$ cat config.mk
export PLATFORM = sky130hd
export DESIGN_NAME = radix_integer_to_ascii
export DESIGN_NICKNAME = d
export VERILOG_FILES = /design/src/rtl/rita_pkg.sv /design/src/rtl/rita_ram.sv /design/src/rtl/rita_div.sv /design/src/rtl/radix_integer_to_ascii.sv
export SDC_FILE = /design/constraint.sdc
export NUM_CORES = 1
export LEC_CHECK = 0
export BUFFER_PORTS_ARGS = -buffer_cell sky130_fd_sc_hd__buf_2
export CORE_AREA = 4 4 250 252
export DETAILED_ROUTE_END_ITERATION = 10
export DIE_AREA = 0 0 254 256
export PLACE_DENSITY = 0.5
export SLEW_MARGIN = 40
export SYNTH_ARGS = -nofsm -noshare
export SYNTH_HDL_FRONTEND = slang
export SYNTH_SLANG_ARGS = --single-unit
$ cat constraint.sdc
create_clock -name clk_i -period 12.8 [get_ports clk_i]
set_input_delay 0 -clock clk_i [delete_from_list [all_inputs] [get_ports clk_i]]
set_output_delay 0 -clock clk_i [all_outputs]
set_load 0.01 [all_outputs]
$ cat src/rtl/rita_pkg.sv
// rita_pkg: types, constants and the ascii mapping of the radix converter
// used by every rtl file of the block except rita_ram; depends on nothing
package rita_pkg;

  localparam int unsigned IN_VALUE_W  = 64;
  localparam int unsigned VALUE_WIDTH = 64;
  localparam int unsigned MAX_DIGITS  = 64;
  localparam int unsigned BUF_DEPTH   = 64;
  localparam int unsigned BUF_AW      = $clog2(BUF_DEPTH);
  localparam int unsigned CNT_W       = $clog2(BUF_DEPTH + 1);
  localparam int unsigned DIGIT_LIMIT = (MAX_DIGITS > BUF_DEPTH) ? BUF_DEPTH : MAX_DIGITS;
  localparam int unsigned STEP_W      = $clog2(VALUE_WIDTH);
  localparam int unsigned DIGIT_W     = 6;
  localparam int unsigned CHAR_W      = 7;

  localparam logic [DIGIT_W-1:0] RADIX_MIN    = 6'd2;
  localparam logic [DIGIT_W-1:0] RADIX_MAX    = 6'd36;
  localparam logic [DIGIT_W-1:0] LAST_NUMERAL = 6'd9;
  localparam logic [CHAR_W:0]    LOWER_OFFSET = 8'd87;
  localparam logic [CHAR_W:0]    UPPER_OFFSET = 8'd55;
  localparam logic [CHAR_W:0]    NUM_OFFSET   = 8'd48;

  typedef struct packed {
    logic [IN_VALUE_W-1:0] value;
    logic [DIGIT_W-1:0]    radix;
    logic                  mode;
  } rita_req_t;

  typedef struct packed {
    logic [CHAR_W-1:0] digit_char;
    logic              last_char;
  } rita_rsp_t;

  typedef struct packed {
    logic                   start;
    logic [VALUE_WIDTH-1:0] dividend;
    logic [DIGIT_W-1:0]     radix;
  } rita_div_cmd_t;

  typedef struct packed {
    logic                   done;
    logic [VALUE_WIDTH-1:0] quotient;
    logic [DIGIT_W-1:0]     remainder;
  } rita_div_res_t;

  function automatic logic [CHAR_W-1:0] to_ascii(input logic [DIGIT_W-1:0] d,
                                                 input logic upper);
    logic [CHAR_W:0] sum;
    if (d > LAST_NUMERAL) begin
      sum = {2'b00, d} + (upper ? UPPER_OFFSET : LOWER_OFFSET);
    end else begin
      sum = {2'b00, d} + NUM_OFFSET;
    end
    return sum[CHAR_W-1:0];
  endfunction

endpackage

$ cat src/rtl/rita_ram.sv
// rita_ram: generic single write port ram with registered read
// no package dependency
module rita_ram #(
  parameter int unsigned Width = 8,
  parameter int unsigned Depth = 64,
  localparam int unsigned AddrW = (Depth > 1) ? $clog2(Depth) : 1
) (
  input  logic             clk_i,
  input  logic             we_i,
  input  logic [AddrW-1:0] waddr_i,
  input  logic [Width-1:0] wdata_i,
  input  logic             re_i,
  input  logic [AddrW-1:0] raddr_i,
  output logic [Width-1:0] rdata_o
);

  logic [Width-1:0] mem_q [Depth];
  logic [Width-1:0] rdata_q;

  always_ff @(posedge clk_i) begin
    if (we_i) begin
      mem_q[waddr_i] <= wdata_i;
    end
    if (re_i) begin
      rdata_q <= mem_q[raddr_i];
    end
  end

  assign rdata_o = rdata_q;

endmodule

$ cat src/rtl/rita_div.sv
// rita_div: bit-serial restoring divider, one quotient bit per cycle
// depends on rita_pkg for widths and the command and result structs
module rita_div (
  input  logic                    clk_i,
  input  logic                    rst_ni,
  input  rita_pkg::rita_div_cmd_t cmd_i,
  output rita_pkg::rita_div_res_t res_o
);
  import rita_pkg::*;

  logic                   busy_q, busy_d;
  logic                   done_q, done_d;
  logic [STEP_W-1:0]      step_q, step_d;
  logic [VALUE_WIDTH-1:0] dvd_q, dvd_d;
  logic [DIGIT_W-1:0]     rem_q, rem_d;
  logic [DIGIT_W-1:0]     radix_q, radix_d;
  logic [DIGIT_W:0]       trial;
  logic [DIGIT_W:0]       diff;
  logic                   qbit;

  always_comb begin
    trial   = {rem_q, dvd_q[VALUE_WIDTH-1]};
    diff    = trial - {1'b0, radix_q};
    qbit    = (trial >= {1'b0, radix_q});
    busy_d  = busy_q;
    done_d  = 1'b0;
    step_d  = step_q;
    dvd_d   = dvd_q;
    rem_d   = rem_q;
    radix_d = radix_q;
    priority if (cmd_i.start) begin
      busy_d  = 1'b1;
      step_d  = STEP_W'(VALUE_WIDTH - 1);
      dvd_d   = cmd_i.dividend;
      rem_d   = '0;
      radix_d = cmd_i.radix;
    end else if (busy_q) begin
      dvd_d  = {dvd_q[VALUE_WIDTH-2:0], qbit};
      rem_d  = qbit ? diff[DIGIT_W-1:0] : trial[DIGIT_W-1:0];
      step_d = step_q - 1'b1;
      if (step_q == '0) begin
        busy_d = 1'b0;
        done_d = 1'b1;
      end
    end else begin
      busy_d = 1'b0;
    end
  end

  always_ff @(posedge clk_i or negedge rst_ni) begin
    if (!rst_ni) begin
      busy_q <= 1'b0;
      done_q <= 1'b0;
      step_q <= '0;
    end else begin
      busy_q <= busy_d;
      done_q <= done_d;
      step_q <= step_d;
    end
  end

  // datapath, no reset
  always_ff @(posedge clk_i) begin
    dvd_q   <= dvd_d;
    rem_q   <= rem_d;
    radix_q <= radix_d;
  end

  assign res_o.done      = done_q;
  assign res_o.quotient  = dvd_q;
  assign res_o.remainder = rem_q;

endmodule

$ cat src/rtl/radix_integer_to_ascii.sv
// radix_integer_to_ascii: unsigned integer to ascii digits in radix 2 to 36
// depends on rita_pkg, rita_div and rita_ram
//
// One request carries a value, a radix and a letter case; the block answers with
// the digits as ascii characters, most significant first, the final one flagged
// by last_char. Zero gives the single character '0', radix values outside 2..36
// saturate to the nearest end. Each digit is worked out in the bit-serial divider
// (one quotient bit per cycle), and each character then goes through the registered
// digit buffer read (S_READ, then S_EMIT) into the output register. The input
// stalls until the last character of a number is loaded there; the output register
// lets the last character of one number wait while the next request is taken.
module radix_integer_to_ascii (
  input  logic                clk_i,
  input  logic                rst_ni,
  input  logic                in_valid_i,
  output logic                in_stall_o,
  input  rita_pkg::rita_req_t in_req_i,
  output logic                out_valid_o,
  input  logic                out_stall_i,
  output rita_pkg::rita_rsp_t out_rsp_o
);
  import rita_pkg::*;

  localparam logic [1:0] S_IDLE = 2'd0;
  localparam logic [1:0] S_DIV  = 2'd1;
  localparam logic [1:0] S_READ = 2'd2;
  localparam logic [1:0] S_EMIT = 2'd3;

  logic [1:0]             state_q, state_d;
  logic [CNT_W-1:0]       n_q, n_d;
  logic [CNT_W-1:0]       n_next;
  logic [BUF_AW-1:0]      idx_q, idx_d;
  logic                   upper_q, upper_d;
  logic [DIGIT_W-1:0]     radix_q, radix_d;
  logic [DIGIT_W-1:0]     radix_sat;
  logic [VALUE_WIDTH-1:0] value_in;
  logic                   in_acc;
  logic                   out_free;
  logic                   load;
  logic                   out_valid_q, out_valid_d;
  rita_rsp_t              rsp_q, rsp_d;
  rita_div_cmd_t          div_cmd;
  rita_div_res_t          div_res;
  logic                   ram_we;
  logic [BUF_AW-1:0]      ram_waddr;
  logic [DIGIT_W-1:0]     ram_wdata;
  logic                   ram_re;
  logic [DIGIT_W-1:0]     ram_rdata;

  assign in_stall_o = (state_q != S_IDLE);
  assign in_acc     = in_valid_i && !in_stall_o;
  assign value_in   = in_req_i.value[VALUE_WIDTH-1:0];
  assign n_next     = n_q + 1'b1;
  assign out_free   = !out_valid_q || !out_stall_i;

  always_comb begin
    priority if (in_req_i.radix < RADIX_MIN) begin
      radix_sat = RADIX_MIN;
    end else if (in_req_i.radix > RADIX_MAX) begin
      radix_sat = RADIX_MAX;
    end else begin
      radix_sat = in_req_i.radix;
    end
  end

  always_comb begin
    state_d          = state_q;
    n_d              = n_q;
    idx_d            = idx_q;
    upper_d          = upper_q;
    radix_d          = radix_q;
    div_cmd.start    = 1'b0;
    div_cmd.dividend = div_res.quotient;
    div_cmd.radix    = radix_q;
    ram_we           = 1'b0;
    ram_waddr        = n_q[BUF_AW-1:0];
    ram_wdata        = div_res.remainder;
    ram_re           = 1'b0;
    load             = 1'b0;
    unique case (state_q)
      S_IDLE: begin
        if (in_acc) begin
          upper_d = in_req_i.mode;
          radix_d = radix_sat;
          if (value_in == '0) begin
            // zero is the single digit 0
            ram_we    = 1'b1;
            ram_waddr = '0;
            ram_wdata = '0;
            n_d       = CNT_W'(1);
            idx_d     = '0;
            state_d   = S_READ;
          end else begin
            div_cmd.start    = 1'b1;
            div_cmd.dividend = value_in;
            div_cmd.radix    = radix_sat;
            n_d              = '0;
            state_d          = S_DIV;
          end
        end
      end
      S_DIV: begin
        if (div_res.done) begin
          ram_we = 1'b1;
          n_d    = n_next;
          if ((div_res.quotient != '0) && (n_next < CNT_W'(DIGIT_LIMIT))) begin
            div_cmd.start = 1'b1;
          end else begin
            idx_d   = n_q[BUF_AW-1:0];
            state_d = S_READ;
          end
        end
      end
      S_READ: begin
        ram_re  = 1'b1;
        state_d = S_EMIT;
      end
      S_EMIT: begin
        if (out_free) begin
          load = 1'b1;
          if (idx_q == '0) begin
            state_d = S_IDLE;
          end else begin
            idx_d   = idx_q - 1'b1;
            state_d = S_READ;
          end
        end
      end
    endcase
  end

  always_comb begin
    out_valid_d      = out_valid_q && out_stall_i;
    rsp_d            = rsp_q;
    rsp_d.digit_char = to_ascii(ram_rdata, upper_q);
    rsp_d.last_char  = (idx_q == '0);
    if (load) begin
      out_valid_d = 1'b1;
    end
  end

  always_ff @(posedge clk_i or negedge rst_ni) begin
    if (!rst_ni) begin
      state_q     <= S_IDLE;
      n_q         <= '0;
      idx_q       <= '0;
      out_valid_q <= 1'b0;
    end else begin
      state_q     <= state_d;
      n_q         <= n_d;
      idx_q       <= idx_d;
      out_valid_q <= out_valid_d;
    end
  end

  // request payload, no reset
  always_ff @(posedge clk_i) begin
    upper_q <= upper_d;
    radix_q <= radix_d;
    if (load) begin
      rsp_q <= rsp_d;
    end
  end

  rita_div u_div (
    .clk_i  (clk_i),
    .rst_ni (rst_ni),
    .cmd_i  (div_cmd),
    .res_o  (div_res)
  );

  rita_ram #(
    .Width (DIGIT_W),
    .Depth (BUF_DEPTH)
  ) u_digit_buf (
    .clk_i   (clk_i),
    .we_i    (ram_we),
    .waddr_i (ram_waddr),
    .wdata_i (ram_wdata),
    .re_i    (ram_re),
    .raddr_i (idx_q),
    .rdata_o (ram_rdata)
  );

  assign out_valid_o = out_valid_q;
  assign out_rsp_o   = rsp_q;

endmodule

Yosys cells after proc, flatten, opt, wreduce, memory -nomap -nowiden
Memory sizes are Yosys's and may differ from the RTL's. A register that Yosys moved wholly into a read port is not among the register bits.
Index checks and enable logic that the tools add are counted.
{"block": "op_classes", "n_addsub": 6, "order_cmp": 5, "n_eq_ne": 12, "muxes": 55, "reduce_logical": 21}
{"operator": "$mux 71", "n": 2}
{"operator": "$mux 64", "n": 2}
{"operator": "$mux 6", "n": 17}
{"operator": "$mux 70", "n": 1}
{"operator": "$logic_not 64->1", "n": 1}
{"operator": "$reduce_bool 64->1", "n": 1}
{"operator": "$mux 7", "n": 4}
{"operator": "$mux 1", "n": 18}
{"operator": "$pmux 6 s3", "n": 1}
{"operator": "$ne 2x2->1 const B", "n": 7}
{"operator": "$pmux 7 s2", "n": 1}
{"operator": "$logic_not 6->1", "n": 2}
{"operator": "$mux 2", "n": 6}
{"operator": "$sub 6x1->6 const B", "n": 2}
{"operator": "$pmux 2 s4", "n": 1}
{"operator": "$reduce_and 4->1", "n": 2}
{"operator": "$add 6x6->7 const B", "n": 1}
{"operator": "$add 6x7->7", "n": 1}
{"operator": "$add 7x1->7 const B", "n": 1}
{"operator": "$ge 7x6->1", "n": 1}
{"operator": "$lt 7x7->1 const B", "n": 1}
{"operator": "$reduce_and 7->1", "n": 1}
{"operator": "$gt 6x4->1 const B", "n": 1}
{"operator": "$gt 6x6->1 const B", "n": 1}
{"operator": "other kinds (14)", "n": 23}
{"block": "totals", "ff_bits": 115, "ram_bits": 384, "n_memories": 1}
{"memory": "u_digit_buf.mem_q", "depth": 64, "word_bits": 6, "read_ports": 1, "rd_ports_with_merged_regs": 1, "wr": 1, "line": "rita_ram.sv:17", "text": "logic [Width-1:0] mem_q [Depth];"}

Longest topological paths before layout
Gate-level depths: netlist of the first run.
{"block": "logic_depth", "word_depth": 8, "mapped_depth": 11}

Modules after synthesis
A second synthesis of the first run with hierarchy kept.
{"block": "unflattened", "hier_cells": 1280, "area_unflattened_um2": 22295.1}
{"module": "rita_ram", "n_inst": 1, "cells_each": 720, "area_per_inst_um2": 15285.9, "seq_area_each_um2": 11711.2}
{"module": "rita_div", "n_inst": 1, "cells_each": 255, "area_per_inst_um2": 3834.9, "seq_area_each_um2": 2422.3}
{"module": "radix_integer_to_ascii", "n_inst": 1, "cells_each": 305, "area_per_inst_um2": 3174.3, "seq_area_each_um2": 850.8}

Least setup slack after synthesis of the first run
Ideal clock, no wire load.
{"block": "synth_timing", "kind": "register to register", "startpoint": "reg u_div.dvd_q[1]", "endpoint": "reg u_div.dvd_q[0], enable pin", "arrival_ns": 4.271, "t_required_ns": 12.301, "slack_ns": 8.029, "stages_incl_launch_ff": 6, "path_buffers": 0, "synth_period_minus_slack_ns": 4.771, "cell_sequence": "edfxtp_1 nor4_1 nand4_1 nor4_1 nor3_1 o21bai_1"}
{"block": "synth_via", "elab_chain_cells": 7, "word_cells_on_any_way": 10, "classes_between": "eq/ne: 3; mux: 3; reduce/logical: 4"}
{"element": "start: declaration", "line": "rita_div.sv:14", "text": "logic [VALUE_WIDTH-1:0] dvd_q, dvd_d;"}
{"element": "start signal: assignment", "line": "rita_div.sv:64", "text": "dvd_q <= dvd_d;"}
{"element": "$reduce_bool 64->1 *", "line": "radix_integer_to_ascii.sv:106", "text": "if ((div_res.quotient != '0) && (n_next < CNT_W'(DIGIT_LIMIT))) begin"}
{"element": "$logic_and 1x1->1 *", "line": "radix_integer_to_ascii.sv:106"}
{"element": "$mux 1 *", "line": "radix_integer_to_ascii.sv:106"}
{"element": "$mux 1 *", "line": "radix_integer_to_ascii.sv:103", "text": "if (div_res.done) begin"}
{"element": "$pmux 1 s2 *", "line": "radix_integer_to_ascii.sv:80", "text": "unique case (state_q)"}
{"element": "$ne 2x1->1 (no source line), or another cell as far along"}
{"element": "$reduce_and 4->1 (no source line) *"}
Mark *: on every way between the ends. The rest lies on a longest branch, timed or not.
A chain may end at the register's enable or synchronous reset.

Final worst setup path of the first run
{"block": "layout_timing", "startpoint": "in in_req_i[9] (netlist bit)", "endpoint": "reg u_div.dvd_q[2] (data pin)"}
{"block": "layout_via", "elab_chain_cells": 5, "word_cells_on_any_way": 6, "classes_between": "mux: 5; reduce/logical: 1"}
{"element": "start: declaration", "line": "radix_integer_to_ascii.sv:17", "text": "input rita_pkg::rita_req_t in_req_i,"}
{"element": "$logic_not 64->1", "line": "radix_integer_to_ascii.sv:85", "text": "if (value_in == '0) begin"}
{"element": "$mux 71 *", "line": "radix_integer_to_ascii.sv:85"}
{"element": "$mux 71 *", "line": "radix_integer_to_ascii.sv:82", "text": "if (in_acc) begin"}
{"element": "$pmux 1 s2", "line": "radix_integer_to_ascii.sv:80"}
{"element": "$mux 64 *", "line": "rita_div.sv:31", "text": "priority if (cmd_i.start) begin"}
{"element": "net u_div.dvd_d[2]", "line": "rita_div.sv:14"}
The timed path passes the listed nets; every way through them passes the cells marked *. The select of a mux whose other input is x is not followed.

==> results.cfg, run 1 <==
[global_route]
grt_max_degree = 74
track_usage_pct = 15.5
grt_pass1_vias = 11900
grt_pass1_wl_mm = 76.2
antenna_found_initial = 1
globalRouteOverflowTotal = 0

[worst_setup_path]
cp-start-kind = input port
startpoint = in_req_i[9]
r2r_end = u_digit_buf.rdata_o[3]
critPathKind = in -> reg
r2r_start = idx_q[0]
crit_arrival_ns = 4.41
cp-end-kind = flip-flop
crit_path_end = u_div.dvd_q[2]
rrSetupSlack_ns = 9.31
reg2reg_depth = 5
cp_max_fo = 73
crit_required_ns = 13.25

[sta]
setup_tns_ns = 0
setup_viol_count_final = 0
finClkSkew_ns = 0.0310
hold_viol = 0
finalCritPeriodShare_pct = 31.0
worst_pin_slew_ns = 0.859
fmax_mhz = 252
slew_violations = 0
maxSlewHeadroom_pct = 42.7
fin_crit_ns = 3.96
rsz0062_at_grt = false

[route]
drc_errors = 0
drt-pass1-iter-count = 5
viasPerCell = 5.24
wire_per_inst_um = 23.4
vias = 11200
ant_nets = 0
wirelength_mm = 50.2
drtIter0Drc = 833

[synthesis]
ys_warn_count = 0
async_flop_share_pct = 4.75
synth.top_cell.area_share_pct = 68.3
synth-edff-count = 475
synthFlopType = edfxtp_1
synthesis.nets = 1234
synth_area_leader_cell = edfxtp_1
synth-seq-cells = 505
synthCells = 1142
yosysUniqueCellTypes = 55
ys_seq_area_share_pct = 71.8
synth_area_leaders = edfxtp_1 (68%), mux4_2 (13%), dfrtp_1 (2.9%)
syn_area_um2 = 20900
syn_area_per_cell_um2 = 18.3

[power]
netSwitchingFraction_pct = 25.2
power_frac_seq_pct = 51.3
vdd.ir_drop.worst_v = 0.000120
p_leak_nw = 8.45
p_int_w = 0.00336
p_clk_share_pct = 35.0
power_switching_w = 0.00113
combPwrFrac_pct = 13.6
power_density_nw_per_um2 = 181

[hold_path]
hp-class = in -> reg

[floorplanning]
die-area_um2 = 65000
core_area_um2 = 60100
die_w_um = 254
start_util_pct = 34.7
die_h_um = 256
fp-row-count = 90
ios = 85

[finish]
layout-drive-gt1-share_pct = 24.1
fin_util_pct = 41.2
fin_nets = 1409
syn2layout_area_growth_pct = 18.7
mostFrequentLayoutCell = edfxtp_1
final_cell_mix = edfxtp_1 (475), mux4_2 (120), nor2_1 (88), buf_2 (84), dlygate4sd3_1 (80)

[clock_tree]
cts_root_buf = clkbuf_16
clkLatencyLatePin_ns = 0.61
cts_max_level = 2
clk_pin_slew_ns = 0.06
cts.path.max_buffers = 3
cts_buffers = 53
cts_tree = yes
cts_resized = 0
clock-sinks = 505

[status]
status = completed

[placed_design]
port-buffer-count = 84
gp_congestion = 0.805
post-dp-hpwl_mm = 32.1

[run]
maxCapViolCount = 0
## kinds of logic after synthesis
group	after synthesis	share of synthesized area (%)
flops	505	71.8
simple gates	242	5.63
compound gates	139	5.12
mux	133	13.6
buf+inv	86	2.00
xor+xnor	19	0.797
fa+ha+maj	18	1.10
## routing by layer
| layer | track usage (%) | up-vias | share of wire (%) |
|---|---|---|---|
| met4 | 5.04 | 0 | 2.7 |
| met2 | 26.8 | 262 | 52 |
| li1 | - | 5011 | - |
| met1 | 20.0 | 5854 | 42 |
| met3 | 2.25 | 94 | 3.7 |
| met5 | 0 | - | 0 |
## power by group through the flow
stage / registers, W / clock network (W) / logic (W)
2_1_floorplan: 0.00230 / 0 / 0.000394
3_3_place_gp: 0.00234 / 0 / 0.000579
3_5_place_dp: 0.00234 / 0 / 0.000596
4_1_cts: 0.00230 / 0.00161 / 0.000618
5_1_grt: 0.00232 / 0.00168 / 0.000683
6_report: 0.00230 / 0.00157 / 0.000613
## synth_stat cells, types with 4 or more instances
cell and n:
nand3_1 16, nor4_1 34, and2_1 7, dfxtp_1 6
buf_1 8, a22o_1 66, nor3_1 5, mux2i_1 6
nor2b_1 12, mux2_2 7, buf_6 9, xnor2_1 10
nor2_1 88, o211ai_1 4, o21ai_0 18, xor2_1 9
nand2_1 54, mux4_2 120, a21oi_1 13, edfxtp_1 475
ha_1 16, nand4_1 10, buf_2 12, clkbuf_1 28
a22oi_1 13, dfrtp_1 24, inv_1 25, or3_1 6
## flip-flops by register name, indices dropped and copies added, names as in the netlist
name and count:
upper_q 1, idx_q 6, n_q 7, u_div.done_q 1, radix_q 6, u_div.busy_q 1
state_q 2, u_div.step_q 6, out_rsp_o 8, u_digit_buf.mem_q 384, u_div.radix_q 6, u_digit_buf.rdata_o 6
u_div.rem_q 6, out_valid_o 1, u_div.dvd_q 64
## cell type report
type | count | area, µm²
Clock buffer | 69 | 1460
Clock inverter | 28 | 335
Sequential cell | 505 | 15000
Fill cell | 5387 | 35300
Tap cell | 782 | 978
Antenna cell | 1 | 2.50
Inverter | 26 | 97.6
Multi-Input combinational cell | 551 | 5540
Timing Repair Buffer | 180 | 1390
## per-stage QoR
step | instances | worst slack, ns | area [µm²] | hold WS, ns | power, W
2_1_floorplan | 1142 | 8.03 | 20900 | -0.296 | 0.00269
3_3_place_gp | 1960 | 9.01 | 22100 | 0.0743 | 0.00292
3_5_place_dp | 1962 | 9.20 | 22100 | 0.0807 | 0.00293
4_1_cts | 2140 | 8.79 | 24800 | 0.0931 | 0.00453
5_1_grt | 2142 | 8.73 | 24800 | 0.136 | 0.00469
6_report | 2142 | 8.84 | 24800 | 0.134 | 0.00449
## what timing repair did
item                                    in CTS  in global routing
setup buffers                                0                  0
hold buffers                                81                  0
endpoints found under the hold margin      105                  0
endpoints found under the setup margin       0                  0
## worst max-delay path, stage by stage
cell and delay (ns):
dlygate4sd3_1 0.55, buf_2 0.14, nor4_1 0.30, dlygate4sd3_1 0.61, nand4_1 0.07, dlygate4sd3_1 0.61, nor4_4 0.75, nor3_4 0.07
buf_6 0.28, nor2_8 0.46, buf_12 0.27, a22o_1 0.20
## worst min-delay path by stage
stage / startpoint / end / slack (ns) / cells after the start
final: in_req_i[0] / upper_q / 0.13 / 2
after CTS: in_req_i[0] / upper_q / 0.09 / 2
after detailed placement: rst_ni / out_valid_o / 0.08 / 1
after global placement: rst_ni / idx_q[2] / 0.07 / 1
after global routing: in_req_i[0] / upper_q / 0.14 / 2
after floorplan: rst_ni / idx_q[0] / -0.30 / 0
No activity file was read; power rests on OpenSTA's default activity.
==> run 2, diff against run 1 <==
Clock period 12.8 ns to 3.9 ns, I/O delays scaled along.
==> run 2 against run 1 <==
Against the previous run: power rose to 3.2 times the previous value; clock power rose to 3.0 times the previous value; largest power group unchanged; sequential power rose to 3.3 times the previous value; critical path type is now reg -> reg; hold slack got worse by 0.047 ns; largest cell class unchanged; non-clock buffer count rose by 33; clock skew rose by 0.031 ns; die area did not move; via count rose by 2.0%; combinational power rose to 3.5 times the previous value.
==> results.cfg, run 2 (synthesized netlist as in run 1, its figures left out) <==
[status]
status = completed

[finish]
syn2layout_area_growth_pct = 19.5
nFillCells = 5347
fin_util_pct = 41.5
largest_reg_flops = 384
fin_area_um2 = 24900
mostFrequentLayoutCell = edfxtp_1
fin_nets = 1442
final_cell_mix = edfxtp_1 (475), mux4_2 (120), nor2_1 (87), buf_2 (84), dlygate4sd3_1 (77)
top_register = u_digit_buf.mem_q
layout-drive-gt1-share_pct = 25.8

[global_route]
grt_pass1_vias = 11900
globalRouteOverflowTotal = 0
antenna_found_initial = 1
grt_pass1_wl_mm = 76.7
grt_max_degree = 65
track_usage_pct = 15.7

[power]
vdd.ir_drop.worst_v = 0.000386
power_density_nw_per_um2 = 580
power_w = 0.0145
p_leak_nw = 8.58

[sta]
fin_crit_ns = 3.10
finClkSkew_ns = 0.0618
finalCritPeriodShare_pct = 79.5
fmax_mhz = 322
hold_viol = 0
setup_viol_count_final = 0
maxSlewHeadroom_pct = 44.7
holdWs_ns = 0.0880
worst_pin_slew_ns = 0.823
slew_violations = 0
rsz0062_at_grt = false
setup_tns_ns = 0

[worst_setup_path]
cp-start-kind = flip-flop
cp-end-kind = flip-flop
reg2reg_depth = 6
rrSetupSlack_ns = 0.80
crit_required_ns = 4.25
startpoint = idx_q[0]
r2r_end = u_digit_buf.rdata_o[2]
r2r_start = idx_q[0]
critPathKind = reg -> reg
crit_arrival_ns = 3.45
cp_max_fo = 25

[clock_tree]
cts.path.max_buffers = 3
cts_tree = yes
clock-sinks = 505
cts_resized = 0
clkLatencyLatePin_ns = 0.62
clk_pin_slew_ns = 0.06
cts_max_level = 2
cts_buffers = 53
cts_root_buf = clkbuf_16
cts_setup_buffers = 0
cts_hold_buf = 78

[hold_path]
hp-class = in -> reg
hold_path.startpoint = in_req_i[0]
hold_depth = 2
min_to = upper_q

[placed_design]
placement.cell_area_um2 = 22500
post-dp-hpwl_mm = 32.7
gp_congestion = 0.847
port-buffer-count = 84

[route]
drc_errors = 0
drtIter0Drc = 836
ant_nets = 0
wirelength_mm = 51.4
wire_per_inst_um = 23.7
vias = 11400
drt-pass1-iter-count = 4
viasPerCell = 5.27

[floorplanning]
die_h_um = 256
die-area_um2 = 65000
ios = 85
die_w_um = 254
fp-row-count = 90
start_util_pct = 34.7
core_area_um2 = 60100

[run]
maxCapViolCount = 0
run 2: routing by layer:
layer	wire length (µm)	global-route usage [%]	part of all wire, %	up-vias
met1	21600	21.0	42	5976
met3	1820	2.00	3.5	90
met2	26100	26.7	51	307
met4	1810	5.50	3.5	0
met5	0	0	0	-
li1	-	-	-	5070
run 2: per-stage QoR:
step                setup WS, ns  cells
finish                     0.798   2173
CTS                        0.655   2169
global placement           0.562   1996
global route               0.612   2173
floorplan                  0.496   1142
detailed placement         0.599   1996
run 2: worst max-delay path by stage:
stage | to | slack [ns] | cells after the start
final | u_digit_buf.rdata_o[2] | 0.80 | 6
after global routing | u_div.dvd_q[40] | 0.61 | 7
after CTS | u_digit_buf.rdata_o[1] | 0.66 | 5
after detailed placement | u_digit_buf.rdata_o[1] | 0.60 | 5
after global placement | u_digit_buf.rdata_o[1] | 0.56 | 5
after floorplan | u_div.dvd_q[0] | 0.50 | 5
run 2: layout make-up:
cell class / instances / area (µm²) / share of cell area (%)
multi-input combinational: 551 / 5530 / 22.2
tap: 782 / 978 / 3.92
inverter: 26 / 97.6 / 0.391
sequential: 505 / 15000 / 60.1
timing repair buffer: 213 / 1720 / 6.90
clock buffer: 66 / 1380 / 5.51
antenna: 1 / 2.50 / 0.0100
clock inverter: 29 / 248 / 0.993
run 2: power by group:
group          switching, W  internal [W]  total, W
Clock               0.00211       0.00265   0.00475
Sequential         0.000370       0.00719   0.00756
Combinational       0.00135      0.000797   0.00215
run 2: worst max-delay path, stage by stage (launching register included):
cell,delay [ns]
dfrtp_4,0.61
buf_12,0.29
buf_12,0.25
mux4_2,0.55
mux4_2,0.56
a22oi_1,0.48
nand2_1,0.10
==> run 3, diff against run 2 <==
Settings changed: ABC_AREA set to 1, CORE_AREA 4 4 250 252 to 4 4 256 258, DIE_AREA 0 0 254 256 to 0 0 260 262, PLACE_DENSITY 0.5 to 0.52.
Clock period 3.9 ns to 2.65 ns, I/O delays scaled along.
==> run 3 against run 2 <==
Against the previous run: sequential share of layout area shrank 3.2 points; global-route usage grew 0.85 points; clock power increased by 66%; wire length rose by 11%; design area rose by 5.6%; largest cell class unchanged; highest routed layer unchanged.
==> results.cfg, run 3 <==
[status]
status = completed

[synthesis]
syn_area_per_cell_um2 = 10.7
ys_seq_area_share_pct = 68.3
synthesis.nets = 2140
ys_warn_count = 0
synth_common_cells = edfxtp_1 (475), nand2_1 (474), nor2_1 (409)
synth-edff-count = 475
synthFlopType = edfxtp_1
yosysMostFrequentCell = edfxtp_1
synth_mux_area_share_pct = 0.0456
async_flop_share_pct = 4.75
syn_area_um2 = 22000
synth-seq-cells = 505
synthAdderAreaFrac_pct = 1.00
synth_area_leaders = edfxtp_1 (65%), nand2_1 (8.1%), nor2_1 (7.0%)
synth_compound_area_share_pct = 8.00
synth.top_cell.area_share_pct = 65.0
synth_top_family_by_area = simple AND/OR/NAND/NOR gates
synthCells = 2048
synth_xor_area_share_pct = 0.559
yosysUniqueCellTypes = 41
synth_simple_gate_area_share_pct = 18.6
synth_area_leader_cell = edfxtp_1

[placed_design]
gp_congestion = 0.841
post-dp-hpwl_mm = 35.0
port-buffer-count = 84

[hold_path]
hp-class = in -> reg
hold_path.startpoint = in_req_i[0]

[sta]
setup_viol_count_final = 0
hold_viol = 0
maxSlewHeadroom_pct = 45.7
fin_crit_ns = 2.60
finClkSkew_ns = 0.0249
finalCritPeriodShare_pct = 98.0
fmax_mhz = 385
holdWs_ns = 0.110
slew_violations = 0
worst_pin_slew_ns = 0.814
rsz0062_at_grt = true

[finish]
fin_nets = 2333
fin_util_pct = 41.8
nFillCells = 6048
regArea_um2 = 15000
multi_input_area_um2 = 6190
insertedDiodeCount = 0
mostFrequentLayoutCell = edfxtp_1
largest_reg_flops = 384
final_cell_mix = edfxtp_1 (475), nand2_1 (473), nor2_1 (406), o21ai_0 (203), nand3_1 (89)
top_register = u_digit_buf.mem_q
layout-drive-gt1-share_pct = 12.2
syn2layout_area_growth_pct = 20.0

[worst_setup_path]
slowest_delay_ns = 0.59
startpoint = state_q[0]
cp-end-kind = flip-flop
crit_chain = nor2_2, nand2_1, inv_2, nand3_4, nand2_2, nand2_1, nor2_1
crit_arrival_ns = 2.82
cp-start-kind = flip-flop
cp_max_fo = 14
r2r_start = state_q[0]
cpMostUsedCell = nand2_1
slowest_stage = nor2_1
critPathKind = reg -> reg
crit_required_ns = 2.88

[floorplanning]
die_h_um = 262
die-area_um2 = 68100
start_util_pct = 34.9
ios = 85
die_w_um = 260
core_area_um2 = 63000
fp-row-count = 92

[clock_tree]
cts_buffers = 53
clock-sinks = 505
clk_pin_slew_ns = 0.06
cts.path.max_buffers = 3
cts_setup_buffers = 0
clkLatencyLatePin_ns = 0.61
cts_root_buf = clkbuf_16
cts_tree = yes
cts_max_level = 2

[global_route]
globalRouteOverflowTotal = 0
track_usage_pct = 16.6
grt_max_degree = 99
antenna_found_initial = 0
grt_pass1_wl_mm = 88.1
grt_pass1_vias = 15400

[route]
vias = 15500
drt-pass1-iter-count = 5
drc_errors = 0
ant_nets = 0
wire_per_inst_um = 18.2
viasPerCell = 4.95
drtIter0Drc = 1100
wirelength_mm = 56.9

[run]
maxCapViolCount = 0

[power]
power_density_nw_per_um2 = 1070
vdd.ir_drop.worst_v = 0.000663
p_leak_nw = 9.79
## run 3: changes by cell type after synthesis, moves of 17 or more
cell      previous run  this run
nor4_1              34         0
a22o_1              66         0
mux4_2             120         0
clkbuf_1            28        45
nor2_1              88       409
a21oi_1             13        33
o21ai_0             18       203
o211ai_1             4        40
buf_2               12        39
inv_1               25        69
nand3_1             16        89
o22ai_1              2        32
nand2_1             54       474
## run 3: what timing repair did
action | CTS | global route
hold endpoints to repair | 122 | 0
setup endpoints to repair | 0 | 38
gates resized for setup | 0 | 3
hold buffers | 80 | 0
## run 3: worst paths after layout
| kind | end | slack (ns) | depth (start not counted) |
|---|---|---|---|
| min in group asynchronous | idx_q[3] | 0.45 | 4 |
| hold / removal | upper_q | 0.11 | 2 |
| hold reg to reg | u_div.rem_q[5] | 0.49 | 2 |
| setup reg to reg | u_digit_buf.mem_q[53][5] | 0.05 | 7 |
| max in group asynchronous | u_div.step_q[1] | 2.03 | 4 |
| setup / recovery | u_digit_buf.mem_q[53][5] | 0.05 | 7 |
## run 3: through the flow
step | worst slack, ns | instance area (µm²) | TNS [ns] | power, W | cells
2_1_floorplan | 0.125 | 22000 | 0 | 0.0170 | 2048
3_3_place_gp | 0.122 | 23600 | 0 | 0.0203 | 2952
3_5_place_dp | 0.0634 | 23600 | 0 | 0.0204 | 2952
4_1_cts | 0.0690 | 26300 | 0 | 0.0284 | 3131
5_1_grt | -0.103 | 26300 | -1.81 | 0.0299 | 3131
6_report | 0.0537 | 26300 | 0 | 0.0281 | 3131
## run 3: worst max-delay path: cells and delay by family (launching register included)
family        cells  cell delay, ns
buf+inv           1            0.14
flops             1            0.43
simple gates      6            1.67
## run 3: power breakdown
part	switching (W)	internal, W
Combinational	0.00633	0.00271
Clock	0.00310	0.00479
Sequential	0.000492	0.0107
## run 3: area by class of cell
cell class                      count  area share, %
Timing Repair Buffer              236           7.25
Tap cell                          846           4.02
Clock inverter                     33           1.60
Sequential cell                   505           56.9
Clock buffer                       66           5.53
Multi-Input combinational cell   1365           23.5
Inverter                           80           1.17
## run 3: layer usage
| metal | track usage (%) | up-vias | part of all wire [%] |
|---|---|---|---|
| li1 | - | 7475 | - |
| met1 | 22.7 | 7524 | 45 |
| met2 | 27.4 | 404 | 47 |
| met3 | 2.79 | 83 | 5.5 |
| met4 | 4.75 | 0 | 2.5 |
| met5 | 0 | - | 0 |
## run 3: logic make-up after synthesis
family / Yosys count
compound gates: 318
xor+xnor: 14
fa+ha+maj: 17
buf+inv: 178
flops: 505
mux: 1
simple gates: 1015
